--- src/sv/gtg_pkg.sv ---
package gtg_pkg;

    localparam int ZW = 34;
    localparam int CFG_IDX_W = 3;

    localparam logic [CFG_IDX_W-1:0] REG_ROBOT_NUMBER   = 3'd0;
    localparam logic [CFG_IDX_W-1:0] REG_START_X        = 3'd1;
    localparam logic [CFG_IDX_W-1:0] REG_START_Y        = 3'd2;
    localparam logic [CFG_IDX_W-1:0] REG_LINK_CHECK     = 3'd3;
    localparam logic [CFG_IDX_W-1:0] REG_TIMEOUT        = 3'd4;
    localparam logic [CFG_IDX_W-1:0] REG_TICK_PERIOD    = 3'd5;

    localparam logic                 ACT_DIRECTIVE      = 1'b0;

    localparam int PI_Q13        = 25736;
    localparam int TWO_PI_Q13    = 51472;
    localparam int HALF_PI_Q13   = 12868;
    localparam logic signed [ZW-1:0] PI_Q30       = 34'sd3373259426;
    localparam logic signed [ZW-1:0] INV_GAIN_Q30 = 34'sd652032874;
    localparam int ARRIVE_SQ_MM  = 3600;
    localparam int NEAR_LIMIT_MM = 1024;
    localparam int ONE_Q14       = 16384;

    // floor(n / 1000) = (n * RECIP_1000) >> 36 for n < 2^26
    localparam logic [26:0] RECIP_1000 = 27'd68719477;
    // floor(n / 5) = (n * RECIP_5) >> 24 for n < 2^20
    localparam logic [26:0] RECIP_5    = 27'd3355444;

    localparam int SQ_IN_W  = 29;
    localparam int SQ_OUT_W = 15;

    typedef struct packed {
        logic start;
        logic rotate;
    } cordic_ctl_t;

    function automatic logic signed [ZW-1:0] atan_q30(input logic [4:0] idx);
        case (idx)
            5'd0:    return 34'sd843314857;
            5'd1:    return 34'sd497837829;
            5'd2:    return 34'sd263043837;
            5'd3:    return 34'sd133525159;
            5'd4:    return 34'sd67021687;
            5'd5:    return 34'sd33543516;
            5'd6:    return 34'sd16775851;
            5'd7:    return 34'sd8388437;
            5'd8:    return 34'sd4194283;
            5'd9:    return 34'sd2097149;
            5'd10:   return 34'sd1048576;
            5'd11:   return 34'sd524288;
            5'd12:   return 34'sd262144;
            5'd13:   return 34'sd131072;
            5'd14:   return 34'sd65536;
            5'd15:   return 34'sd32768;
            5'd16:   return 34'sd16384;
            5'd17:   return 34'sd8192;
            5'd18:   return 34'sd4096;
            5'd19:   return 34'sd2048;
            5'd20:   return 34'sd1024;
            5'd21:   return 34'sd512;
            5'd22:   return 34'sd256;
            5'd23:   return 34'sd128;
            default: return '0;
        endcase
    endfunction

endpackage

--- src/sv/gtg_cordic.sv ---
module gtg_cordic #(
    parameter int DW    = 33,
    parameter int STEPS = 16
) (
    input  logic                            clk,
    input  logic                            rst_n,
    input  gtg_pkg::cordic_ctl_t            ctl,
    input  logic signed [DW-1:0]            x_in,
    input  logic signed [DW-1:0]            y_in,
    input  logic signed [gtg_pkg::ZW-1:0]   z_in,
    output logic                            busy,
    output logic signed [DW-1:0]            x_out,
    output logic signed [gtg_pkg::ZW-1:0]   z_out
);

    localparam int NSTEP = (STEPS < 24) ? STEPS : 24;
    localparam int IW    = $clog2(NSTEP + 1);

    logic [IW-1:0]                  iter_reg;
    logic                           busy_reg;
    logic                           rotate_reg;
    logic signed [DW-1:0]           x_reg;
    logic signed [DW-1:0]           y_reg;
    logic signed [gtg_pkg::ZW-1:0]  z_reg;

    logic signed [DW-1:0]           xs;
    logic signed [DW-1:0]           ys;
    logic signed [gtg_pkg::ZW-1:0]  ang;
    logic                           dir_pos;

    always_comb
    begin
        xs      = x_reg >>> iter_reg;
        ys      = y_reg >>> iter_reg;
        ang     = gtg_pkg::atan_q30(5'(iter_reg));
        dir_pos = rotate_reg ? !z_reg[gtg_pkg::ZW-1] : !(y_reg > 0);
    end

    always_ff @(posedge clk or negedge rst_n)
    begin
        if (!rst_n)
        begin
            busy_reg <= 1'b0;
            iter_reg <= '0;
        end
        else if (ctl.start)
        begin
            busy_reg <= 1'b1;
            iter_reg <= '0;
        end
        else if (busy_reg)
        begin
            iter_reg <= iter_reg + 1'b1;
            if (iter_reg == IW'(NSTEP - 1))
            begin
                busy_reg <= 1'b0;
            end
        end
    end

    always_ff @(posedge clk)
    begin
        if (ctl.start)
        begin
            rotate_reg <= ctl.rotate;
            x_reg      <= x_in;
            y_reg      <= y_in;
            z_reg      <= z_in;
        end
        else if (busy_reg)
        begin
            if (dir_pos)
            begin
                x_reg <= x_reg - ys;
                y_reg <= y_reg + xs;
                z_reg <= z_reg - ang;
            end
            else
            begin
                x_reg <= x_reg + ys;
                y_reg <= y_reg - xs;
                z_reg <= z_reg + ang;
            end
        end
    end

    assign busy  = busy_reg;
    assign x_out = x_reg;
    assign z_out = z_reg;

endmodule

--- src/sv/gtg_isqrt.sv ---
module gtg_isqrt (
    input  logic                            clk,
    input  logic                            rst_n,
    input  logic                            start,
    input  logic [gtg_pkg::SQ_IN_W-1:0]     value,
    output logic                            busy,
    output logic [gtg_pkg::SQ_OUT_W-1:0]    root
);

    localparam int W = gtg_pkg::SQ_IN_W;

    logic [W-1:0] bit_reg;
    logic [W-1:0] v_reg;
    logic [W-1:0] r_reg;
    logic [W:0]   trial;

    assign trial = {1'b0, r_reg} + {1'b0, bit_reg};

    always_ff @(posedge clk or negedge rst_n)
    begin
        if (!rst_n)
        begin
            bit_reg <= '0;
        end
        else if (start)
        begin
            bit_reg <= W'(1) << (W - 1);
        end
        else
        begin
            bit_reg <= bit_reg >> 2;
        end
    end

    always_ff @(posedge clk)
    begin
        if (start)
        begin
            v_reg <= value;
            r_reg <= '0;
        end
        else if (bit_reg != '0)
        begin
            if ({1'b0, v_reg} >= trial)
            begin
                v_reg <= v_reg - trial[W-1:0];
                r_reg <= (r_reg >> 1) + bit_reg;
            end
            else
            begin
                r_reg <= r_reg >> 1;
            end
        end
    end

    assign busy = (bit_reg != '0);
    assign root = r_reg[gtg_pkg::SQ_OUT_W-1:0];

endmodule

--- src/sv/go_to_goal_steer_with_link_watchdog_unit.sv ---
// Directive request: taken while idle, gives no result.
// Tick request: watchdog check first, and a frozen result goes straight out; otherwise the
// distance, and within 1024 mm either arrival (zero result) or a 15-step isqrt speed scale;
// then operand normalization, CORDIC atan, heading error, turn and, if aligned, CORDIC cosine.
// One request at a time; the next is taken once the result is handed off.
// Reset (async, active low) clears the watchdog, goal and config to defaults.
module go_to_goal_steer_with_link_watchdog_unit #(
    parameter int  COORD_WIDTH  = 16,
    parameter int  CORDIC_STEPS = 16,
    localparam int CfgW         = (COORD_WIDTH > 16) ? COORD_WIDTH : 16
) (
    input  logic                                clk,
    input  logic                                rst_n,
    input  logic                                cfg_write,
    input  logic [gtg_pkg::CFG_IDX_W-1:0]       cfg_index,
    input  logic [CfgW-1:0]                     cfg_data,
    input  logic                                in_valid,
    output logic                                in_stall,
    input  logic                                action,
    input  logic                                well_formed,
    input  logic [7:0]                          addressed_robot,
    input  logic                                link_blocked,
    input  logic signed [COORD_WIDTH-1:0]       directive_x,
    input  logic signed [COORD_WIDTH-1:0]       directive_y,
    input  logic signed [COORD_WIDTH-1:0]       position_x,
    input  logic signed [COORD_WIDTH-1:0]       position_y,
    input  logic signed [15:0]                  heading,
    output logic                                out_valid,
    input  logic                                out_stall,
    output logic signed [15:0]                  turn_rate,
    output logic [14:0]                         forward_speed,
    output logic                                frozen
);

    localparam int EW = COORD_WIDTH + 1;
    localparam int DW = (COORD_WIDTH + 3 > 33) ? COORD_WIDTH + 3 : 33;
    localparam int ZW = gtg_pkg::ZW;

    localparam logic [3:0] S_IDLE  = 4'd0;
    localparam logic [3:0] S_WDOG  = 4'd1;
    localparam logic [3:0] S_DIST  = 4'd2;
    localparam logic [3:0] S_SQ2   = 4'd3;
    localparam logic [3:0] S_SQ3   = 4'd4;
    localparam logic [3:0] S_SQRT  = 4'd5;
    localparam logic [3:0] S_DIV   = 4'd6;
    localparam logic [3:0] S_ATSET = 4'd7;
    localparam logic [3:0] S_NORM  = 4'd8;
    localparam logic [3:0] S_ATAN  = 4'd9;
    localparam logic [3:0] S_ERR   = 4'd10;
    localparam logic [3:0] S_TURN1 = 4'd11;
    localparam logic [3:0] S_TURN2 = 4'd12;
    localparam logic [3:0] S_COS   = 4'd13;
    localparam logic [3:0] S_SPD   = 4'd14;
    localparam logic [3:0] S_OUT   = 4'd15;

    logic [3:0]                     state_reg;
    logic [3:0]                     state_next;

    logic [7:0]                     robot_reg;
    logic                           lce_reg;
    logic [15:0]                    timeout_reg;
    logic [9:0]                     period_reg;

    logic signed [COORD_WIDTH-1:0]  goal_x_reg;
    logic signed [COORD_WIDTH-1:0]  goal_y_reg;
    logic                           heard_reg;
    logic                           pending_reg;
    logic [31:0]                    elapsed_reg;
    logic [31:0]                    last_reg;

    logic signed [COORD_WIDTH-1:0]  posx_reg;
    logic signed [COORD_WIDTH-1:0]  posy_reg;
    logic signed [15:0]             head_reg;
    logic signed [EW-1:0]           ex_reg;
    logic signed [EW-1:0]           ey_reg;
    logic [19:0]                    d2a_reg;
    logic [14:0]                    s_reg;
    logic signed [DW-1:0]           xn_reg;
    logic signed [DW-1:0]           yn_reg;
    logic signed [ZW-1:0]           zn_reg;
    logic signed [17:0]             atan_reg;
    logic signed [15:0]             e_reg;
    logic [53:0]                    prod_reg;
    logic signed [15:0]             turn_reg;
    logic [14:0]                    speed_reg;
    logic                           frozen_reg;

    logic                           in_acc;
    logic                           dir_ok;
    logic                           fresh;
    logic [31:0]                    elapsed_sum;
    logic                           wd_frozen;
    logic [EW-1:0]                  abs_ex;
    logic [EW-1:0]                  abs_ey;
    logic                           far;
    logic [20:0]                    d2;
    logic [25:0]                    num1000;
    logic [17:0]                    s_div;
    logic [14:0]                    s_val;
    logic signed [DW-1:0]           ayn;
    logic signed [DW-1:0]           mn;
    logic                           n_small;
    logic                           n_zero;
    logic signed [DW-1:0]           exw;
    logic signed [DW-1:0]           eyw;
    logic [ZW-1:0]                  zabs;
    logic [ZW-1:0]                  zr;
    logic signed [17:0]             atan_q13;
    logic signed [18:0]             e_raw;
    logic signed [18:0]             e_w;
    logic [14:0]                    e_abs;
    logic [18:0]                    t_abs;
    logic [19:0]                    n5;
    logic [19:0]                    tmag;
    logic [15:0]                    tclamp;
    logic                           aligned;
    logic signed [DW-1:0]           c_sum;
    logic signed [DW-1:0]           c_sh;
    logic [14:0]                    c_val;
    logic [15:0]                    sp;
    logic [26:0]                    mul_a;
    logic [26:0]                    mul_b;

    gtg_pkg::cordic_ctl_t           cd_ctl;
    logic signed [DW-1:0]           cd_x_in;
    logic signed [DW-1:0]           cd_y_in;
    logic signed [ZW-1:0]           cd_z_in;
    logic                           cd_busy;
    logic signed [DW-1:0]           cd_x;
    logic signed [ZW-1:0]           cd_z;

    logic                           sq_start;
    logic                           sq_busy;
    logic [gtg_pkg::SQ_OUT_W-1:0]   sq_root;

    gtg_cordic #(
        .DW    (DW),
        .STEPS (CORDIC_STEPS)
    ) u_cordic (
        .clk   (clk),
        .rst_n (rst_n),
        .ctl   (cd_ctl),
        .x_in  (cd_x_in),
        .y_in  (cd_y_in),
        .z_in  (cd_z_in),
        .busy  (cd_busy),
        .x_out (cd_x),
        .z_out (cd_z)
    );

    gtg_isqrt u_isqrt (
        .clk   (clk),
        .rst_n (rst_n),
        .start (sq_start),
        .value ({d2, 8'b0}),
        .busy  (sq_busy),
        .root  (sq_root)
    );

    always_comb
    begin
        in_acc      = in_valid && (state_reg == S_IDLE);
        dir_ok      = well_formed && (addressed_robot == robot_reg)
                      && !(lce_reg && link_blocked);
        fresh       = !heard_reg && !pending_reg;
        elapsed_sum = elapsed_reg + {22'b0, period_reg};
        wd_frozen   = !heard_reg || ((elapsed_reg - last_reg) > {16'b0, timeout_reg});

        abs_ex  = ex_reg[EW-1] ? EW'(-ex_reg) : ex_reg;
        abs_ey  = ey_reg[EW-1] ? EW'(-ey_reg) : ey_reg;
        far     = (abs_ex >= EW'(gtg_pkg::NEAR_LIMIT_MM))
                  || (abs_ey >= EW'(gtg_pkg::NEAR_LIMIT_MM));
        d2      = {1'b0, d2a_reg} + {1'b0, prod_reg[19:0]};
        num1000 = ({11'b0, sq_root} << 10) + ({11'b0, sq_root} << 9) + 26'd500;
        s_div   = prod_reg[53:36];
        s_val   = (s_div > 18'(gtg_pkg::ONE_Q14)) ? 15'(gtg_pkg::ONE_Q14) : s_div[14:0];

        ayn     = yn_reg[DW-1] ? -yn_reg : yn_reg;
        mn      = (xn_reg > ayn) ? xn_reg : ayn;
        n_zero  = (mn == '0);
        n_small = (mn < (DW'(1) <<< 29));
        exw     = DW'(ex_reg);
        eyw     = DW'(ey_reg);

        zabs     = cd_z[ZW-1] ? ZW'(-cd_z) : ZW'(cd_z);
        zr       = (zabs + ZW'(65536)) >> 17;
        atan_q13 = cd_z[ZW-1] ? -18'(zr) : 18'(zr);

        e_raw = {atan_reg[17], atan_reg} - 19'(head_reg);
        if (e_raw > gtg_pkg::PI_Q13)
        begin
            e_w = 19'(e_raw - gtg_pkg::TWO_PI_Q13);
        end
        else if (e_raw < -gtg_pkg::PI_Q13)
        begin
            e_w = 19'(e_raw + gtg_pkg::TWO_PI_Q13);
        end
        else
        begin
            e_w = e_raw;
        end

        e_abs   = e_reg[15] ? 15'(-e_reg) : e_reg[14:0];
        t_abs   = ({4'b0, e_abs} << 4) - ({4'b0, e_abs} << 1);
        n5      = {1'b0, t_abs} + 20'd2;
        tmag    = prod_reg[43:24];
        tclamp  = (tmag > 20'(gtg_pkg::ONE_Q14)) ? 16'(gtg_pkg::ONE_Q14) : tmag[15:0];
        aligned = (e_abs < 15'(gtg_pkg::HALF_PI_Q13));

        c_sum = cd_x + DW'(32768);
        c_sh  = c_sum >>> 16;
        c_val = (c_sh > DW'(gtg_pkg::ONE_Q14)) ? 15'(gtg_pkg::ONE_Q14) : c_sh[14:0];
        sp    = 16'((prod_reg[29:0] + 30'd8192) >> 14);

        cd_ctl.start  = ((state_reg == S_NORM) && !n_zero && !n_small)
                        || ((state_reg == S_TURN2) && aligned);
        cd_ctl.rotate = (state_reg == S_TURN2);
        if (state_reg == S_TURN2)
        begin
            cd_x_in = DW'(gtg_pkg::INV_GAIN_Q30);
            cd_y_in = '0;
            cd_z_in = {e_reg[15], e_reg, 17'b0};
        end
        else
        begin
            cd_x_in = xn_reg;
            cd_y_in = yn_reg;
            cd_z_in = zn_reg;
        end

        sq_start = (state_reg == S_SQ3) && (d2 > 21'(gtg_pkg::ARRIVE_SQ_MM));

        case (state_reg)
            S_DIST:
            begin
                mul_a = {17'b0, abs_ex[9:0]};
                mul_b = {17'b0, abs_ex[9:0]};
            end
            S_SQ2:
            begin
                mul_a = {17'b0, abs_ey[9:0]};
                mul_b = {17'b0, abs_ey[9:0]};
            end
            S_SQRT:
            begin
                mul_a = {1'b0, num1000};
                mul_b = gtg_pkg::RECIP_1000;
            end
            S_TURN1:
            begin
                mul_a = {7'b0, n5};
                mul_b = gtg_pkg::RECIP_5;
            end
            S_COS:
            begin
                mul_a = {12'b0, s_reg};
                mul_b = {12'b0, c_val};
            end
            default:
            begin
                mul_a = '0;
                mul_b = '0;
            end
        endcase
    end

    always_comb
    begin
        state_next = state_reg;
        case (state_reg)
            S_IDLE:  if (in_valid && action != gtg_pkg::ACT_DIRECTIVE) state_next = S_WDOG;
            S_WDOG:  state_next = wd_frozen ? S_OUT : S_DIST;
            S_DIST:  state_next = far ? S_ATSET : S_SQ2;
            S_SQ2:   state_next = S_SQ3;
            S_SQ3:   state_next = sq_start ? S_SQRT : S_OUT;
            S_SQRT:  if (!sq_busy) state_next = S_DIV;
            S_DIV:   state_next = S_ATSET;
            S_ATSET: state_next = S_NORM;
            S_NORM:
            begin
                if (n_zero)
                begin
                    state_next = S_ERR;
                end
                else if (!n_small)
                begin
                    state_next = S_ATAN;
                end
            end
            S_ATAN:  if (!cd_busy) state_next = S_ERR;
            S_ERR:   state_next = S_TURN1;
            S_TURN1: state_next = S_TURN2;
            S_TURN2: state_next = aligned ? S_COS : S_OUT;
            S_COS:
            begin
                if (!cd_busy)
                begin
                    state_next = (cd_x > 0) ? S_SPD : S_OUT;
                end
            end
            S_SPD:   state_next = S_OUT;
            S_OUT:   if (!out_stall) state_next = S_IDLE;
            default: state_next = S_IDLE;
        endcase
    end

    always_ff @(posedge clk or negedge rst_n)
    begin
        if (!rst_n)
        begin
            state_reg   <= S_IDLE;
            robot_reg   <= '0;
            lce_reg     <= 1'b0;
            timeout_reg <= 16'd500;
            period_reg  <= 10'd100;
            goal_x_reg  <= '0;
            goal_y_reg  <= '0;
            heard_reg   <= 1'b0;
            pending_reg <= 1'b0;
            elapsed_reg <= '0;
            last_reg    <= '0;
        end
        else
        begin
            state_reg <= state_next;
            if (cfg_write)
            begin
                case (cfg_index)
                    gtg_pkg::REG_ROBOT_NUMBER: robot_reg <= cfg_data[7:0];
                    gtg_pkg::REG_START_X:
                    begin
                        if (fresh) goal_x_reg <= $signed(cfg_data[COORD_WIDTH-1:0]);
                    end
                    gtg_pkg::REG_START_Y:
                    begin
                        if (fresh) goal_y_reg <= $signed(cfg_data[COORD_WIDTH-1:0]);
                    end
                    gtg_pkg::REG_LINK_CHECK:   lce_reg     <= cfg_data[0];
                    gtg_pkg::REG_TIMEOUT:      timeout_reg <= cfg_data[15:0];
                    gtg_pkg::REG_TICK_PERIOD:  period_reg  <= cfg_data[9:0];
                    default: ;
                endcase
            end
            if (in_acc)
            begin
                if (action == gtg_pkg::ACT_DIRECTIVE)
                begin
                    if (dir_ok)
                    begin
                        goal_x_reg  <= directive_x;
                        goal_y_reg  <= directive_y;
                        pending_reg <= 1'b1;
                    end
                end
                else
                begin
                    elapsed_reg <= elapsed_sum;
                    if (pending_reg)
                    begin
                        last_reg    <= elapsed_sum;
                        heard_reg   <= 1'b1;
                        pending_reg <= 1'b0;
                    end
                end
            end
        end
    end

    always_ff @(posedge clk)
    begin
        prod_reg <= mul_a * mul_b;
        case (state_reg)
            S_IDLE:
            begin
                posx_reg <= position_x;
                posy_reg <= position_y;
                head_reg <= heading;
            end
            S_WDOG:
            begin
                ex_reg     <= EW'(goal_x_reg) - EW'(posx_reg);
                ey_reg     <= EW'(goal_y_reg) - EW'(posy_reg);
                frozen_reg <= wd_frozen;
                turn_reg   <= '0;
                speed_reg  <= '0;
            end
            S_DIST:  if (far) s_reg <= 15'(gtg_pkg::ONE_Q14);
            S_SQ2:   d2a_reg <= prod_reg[19:0];
            S_DIV:   s_reg <= s_val;
            S_ATSET:
            begin
                if (ex_reg[EW-1])
                begin
                    xn_reg <= -exw;
                    yn_reg <= -eyw;
                    zn_reg <= ey_reg[EW-1] ? -gtg_pkg::PI_Q30 : gtg_pkg::PI_Q30;
                end
                else
                begin
                    xn_reg <= exw;
                    yn_reg <= eyw;
                    zn_reg <= '0;
                end
            end
            S_NORM:
            begin
                if (n_zero)
                begin
                    atan_reg <= '0;
                end
                else if (n_small)
                begin
                    xn_reg <= xn_reg <<< 1;
                    yn_reg <= yn_reg <<< 1;
                end
            end
            S_ATAN:  if (!cd_busy) atan_reg <= atan_q13;
            S_ERR:   e_reg <= e_w[15:0];
            S_TURN2: turn_reg <= e_reg[15] ? -$signed(tclamp) : $signed(tclamp);
            S_SPD:   speed_reg <= (sp > 16'(gtg_pkg::ONE_Q14)) ? 15'(gtg_pkg::ONE_Q14) : sp[14:0];
            default: ;
        endcase
    end

    assign in_stall      = (state_reg != S_IDLE);
    assign out_valid     = (state_reg == S_OUT);
    assign turn_rate     = turn_reg;
    assign forward_speed = speed_reg;
    assign frozen        = frozen_reg;

    a_one_at_a_time: assert property (@(posedge clk) disable iff (!rst_n)
        out_valid |-> in_stall)
        else $error("request taken while result pending");

    a_frozen_zero: assert property (@(posedge clk) disable iff (!rst_n)
        (out_valid && frozen) |-> (turn_rate == 16'sd0 && forward_speed == 15'd0))
        else $error("frozen result carries motion");

    a_range: assert property (@(posedge clk) disable iff (!rst_n)
        out_valid |-> (forward_speed <= 15'(gtg_pkg::ONE_Q14)
                       && turn_rate >= -16'sd16384 && turn_rate <= 16'sd16384))
        else $error("command out of range");

    a_handoff: assert property (@(posedge clk) disable iff (!rst_n)
        (out_valid && !out_stall) |=> !out_valid)
        else $error("result repeated");

    a_heard_after_tick: assert property (@(posedge clk) disable iff (!rst_n)
        (in_acc && action != gtg_pkg::ACT_DIRECTIVE && pending_reg) |=> heard_reg && !pending_reg)
        else $error("pending directive not stamped");

endmodule

--- config.mk ---
export PLATFORM = sky130hd
export DESIGN_NAME = go_to_goal_steer_with_link_watchdog_unit
export DESIGN_NICKNAME = d
export VERILOG_FILES = /design/src/sv/gtg_pkg.sv /design/src/sv/gtg_cordic.sv /design/src/sv/gtg_isqrt.sv /design/src/sv/go_to_goal_steer_with_link_watchdog_unit.sv
export SDC_FILE = /design/constraint.sdc
export NUM_CORES = 2
export LEC_CHECK = 0
export BUFFER_PORTS_ARGS = -buffer_cell sky130_fd_sc_hd__buf_2
export CAP_MARGIN = 20
export CORE_AREA = 2 2 401 403
export CTS_CLUSTER_DIAMETER = 200
export DETAILED_ROUTE_END_ITERATION = 12
export DIE_AREA = 0 0 403 405
export SLEW_MARGIN = 20
export SYNTH_ARGS = -nofsm -noshare
export SYNTH_HDL_FRONTEND = slang
export SYNTH_SLANG_ARGS = --single-unit
--- constraint.sdc ---
create_clock -name clk -period 15.5 [get_ports clk]
set_input_delay 1.55 -clock clk [delete_from_list [all_inputs] [get_ports clk]]
set_output_delay 1.55 -clock clk [all_outputs]
set_load 0.02 [all_outputs]
==> reports/results.tsv <==
metric	value	unit
min cycle time layout	13010	ps
layout cells sized above 1	7.78	%
final WL	215000	µm
first-pass GRT wire length	333000	µm
TNS Setup	0	ps
synth unique cells	110	
Routed Antenna Nets	0	
CTS tree	done	
top post-synthesis cells by count	inv_1 (985), nand2_1 (761), nor2_1 (620)	
initial antenna violation count	4	
most used cell along the critical path	fa_1	
crit end category	register	
Worst Path Arrival	13580	ps
Yosys warning total	0	
Core Area	159000	µm²
synthesized area per cell	8.84	µm²
worst rel slew slack	13.8	%
count of port buffers added during placement	148	
fin nets	9302	
synthesis-stage register bit count	623	
DRC errors left	0	
startpoint types	register	
Primary FF master, synth	edfxtp_1	
Async S/R FF share, synth	25.4	%
total CTS buffers	79	
cts repair resizes	0	
vias in the first global route	57500	
design area	76900	µm²
Max FO, Critical Path	15	
WP data required	16070	ps
DR WL/cell	20.9	µm
Vias per Instance	5.75	
final worst path period share	84.0	%
area grow syn2layout	8.42	%
share of the synthesized area in the top cell type	15.8	%
synthesized netlist cell count	8028	
clock latency on the worst-skew pair	740	ps
htree depth	3	
clk root buf	clkbuf_16	
largest net degree at the start of global routing	86	
pins over their slew limit	0	
placed inst area	74200	µm²
Initial Utilization	44.6	%
drt pass-1 iters	8	
Final Non-Filler Cells	10300	
Synth Cell Area	71000	µm²
HP Class	register to register	
cell taking the most area after synthesis	edfxtp_1	
CTS clk-pin slew, worst paths	60	ps
number of flip-flops in the largest register	54	
clk_skew	61.8	ps
sequential fraction of the synthesis area	24.0	%
die area	163000	µm²
hpwl dp	168000	µm
CP max-delay cell	o21ai_0	
GRT Total Usage	26.0	%
status	finished clean	
clock buffer depth	3	
RSZ-0062 raised after global routing	false	
Ports	149	
number of core rows	147	
Die X-Extent	403	µm
post-CTS setup repair buffer count	0	
Slew @ Worst Pin	1290	ps
Critical Setup Path Class	register to register	
Post-Place Cells	10100	
hold buffer count at cts	0	
Worst path max stage delay	830	ps
most numerous cell in the Yosys netlist	inv_1	
Max-cap violations	0	
global route total overflow	0	
Die Y	405	µm
Clock Sinks	623	
Vias	59000	
drt initial violations	4758	
number of synthesized flops with an enable pin	374	
Final setup viols	0	
synth top area cells	edfxtp_1 (16%), fa_1 (14%), ha_1 (10%)	
fmax	76.8	MHz
gpl congestion	0.960	
final hold violations	0	
-- area by class of cell --
cell class / count / area, µm²
Tap cell: 2086 / 2610
Clock buffer: 114 / 2270
Antenna cell: 2 / 5.00
Timing Repair Buffer: 222 / 1310
Clock inverter: 33 / 469
Multi-Input combinational cell: 6192 / 49500
Fill cell: 15200 / 82300
Inverter: 993 / 3730
Sequential cell: 623 / 17000
-- metrics by stage --
stage	hold WS (ps)	utilization (%)	setup slack, ps
floorplan	412	-	4300
global placement	423	46.6	3090
detailed placement	431	46.6	2840
CTS	445	48.3	2700
global route	460	48.3	1820
finish	439	48.3	2490
-- cells by family after synthesis --
| logic type | synth area share (%) |
|---|---|
| buffers and inverters | 7.01 |
| and+or+nand+nor | 16.5 |
| adders and majority gates | 24.1 |
| AOI/OAI and AO/OA | 16.1 |
| DFF | 24.0 |
| xor gates and xnor gates | 7.48 |
| other | 0.0106 |
| muxes | 4.74 |
-- per-layer routing --
metal  track usage [%]  wire, µm
met5                 0        12
met4              8.06      7120
met1              35.3     94200
met3              4.56     14500
met2              42.1     98900
-- final timing paths --
path | startpoint | to | slack (ps) | cells after the start
min in group asynchronous | rst_n | u_isqrt.bit_reg[16] | 830 | 1
min | prod_reg[0] | d2a_reg[0] | 440 | 0
max | e_reg[2] | prod_reg[51] | 2490 | 39
min reg2reg | prod_reg[0] | d2a_reg[0] | 440 | 0
max in group asynchronous | rst_n | timeout_reg[13] | 12800 | 3
max reg2reg | e_reg[2] | prod_reg[51] | 2490 | 39
-- cells in the final DEF, fill, tap and decap left out, types with 78 or more instances in the layout --
| cell type | count |
|---|---|
| nor2b_1 | 120 |
| o21ai_0 | 402 |
| conb_1 | 103 |
| xor2_1 | 264 |
| buf_2 | 147 |
| nand2b_1 | 100 |
| a211oi_1 | 78 |
| dfrtp_1 | 144 |
| edfxtp_1 | 374 |
| fa_1 | 483 |
| and3_1 | 81 |
| nand3_1 | 132 |
| inv_1 | 983 |
| nor2_1 | 619 |
| clkbuf_16 | 81 |
| dfxtp_1 | 91 |
| xnor2_1 | 326 |
| nor3_1 | 146 |
| mux2i_1 | 101 |
| ha_1 | 593 |
| a21o_1 | 146 |
| a21oi_1 | 412 |
| a31oi_1 | 78 |
| and2_1 | 99 |
| nand2_1 | 759 |
-- worst max-delay path, delay by kind of cell, from the launching register on --
kind / cells / cell delay, ps
compound gates: 13 / 4420
buf+inv: 7 / 480
xor+xnor: 1 / 560
flops: 1 / 550
fa+ha+maj: 10 / 4720
simple gates: 8 / 2090
Power is left out: the tool's default activity adds up to more than one toggle a clock period on the data nets, which glitch-free logic cannot reach.
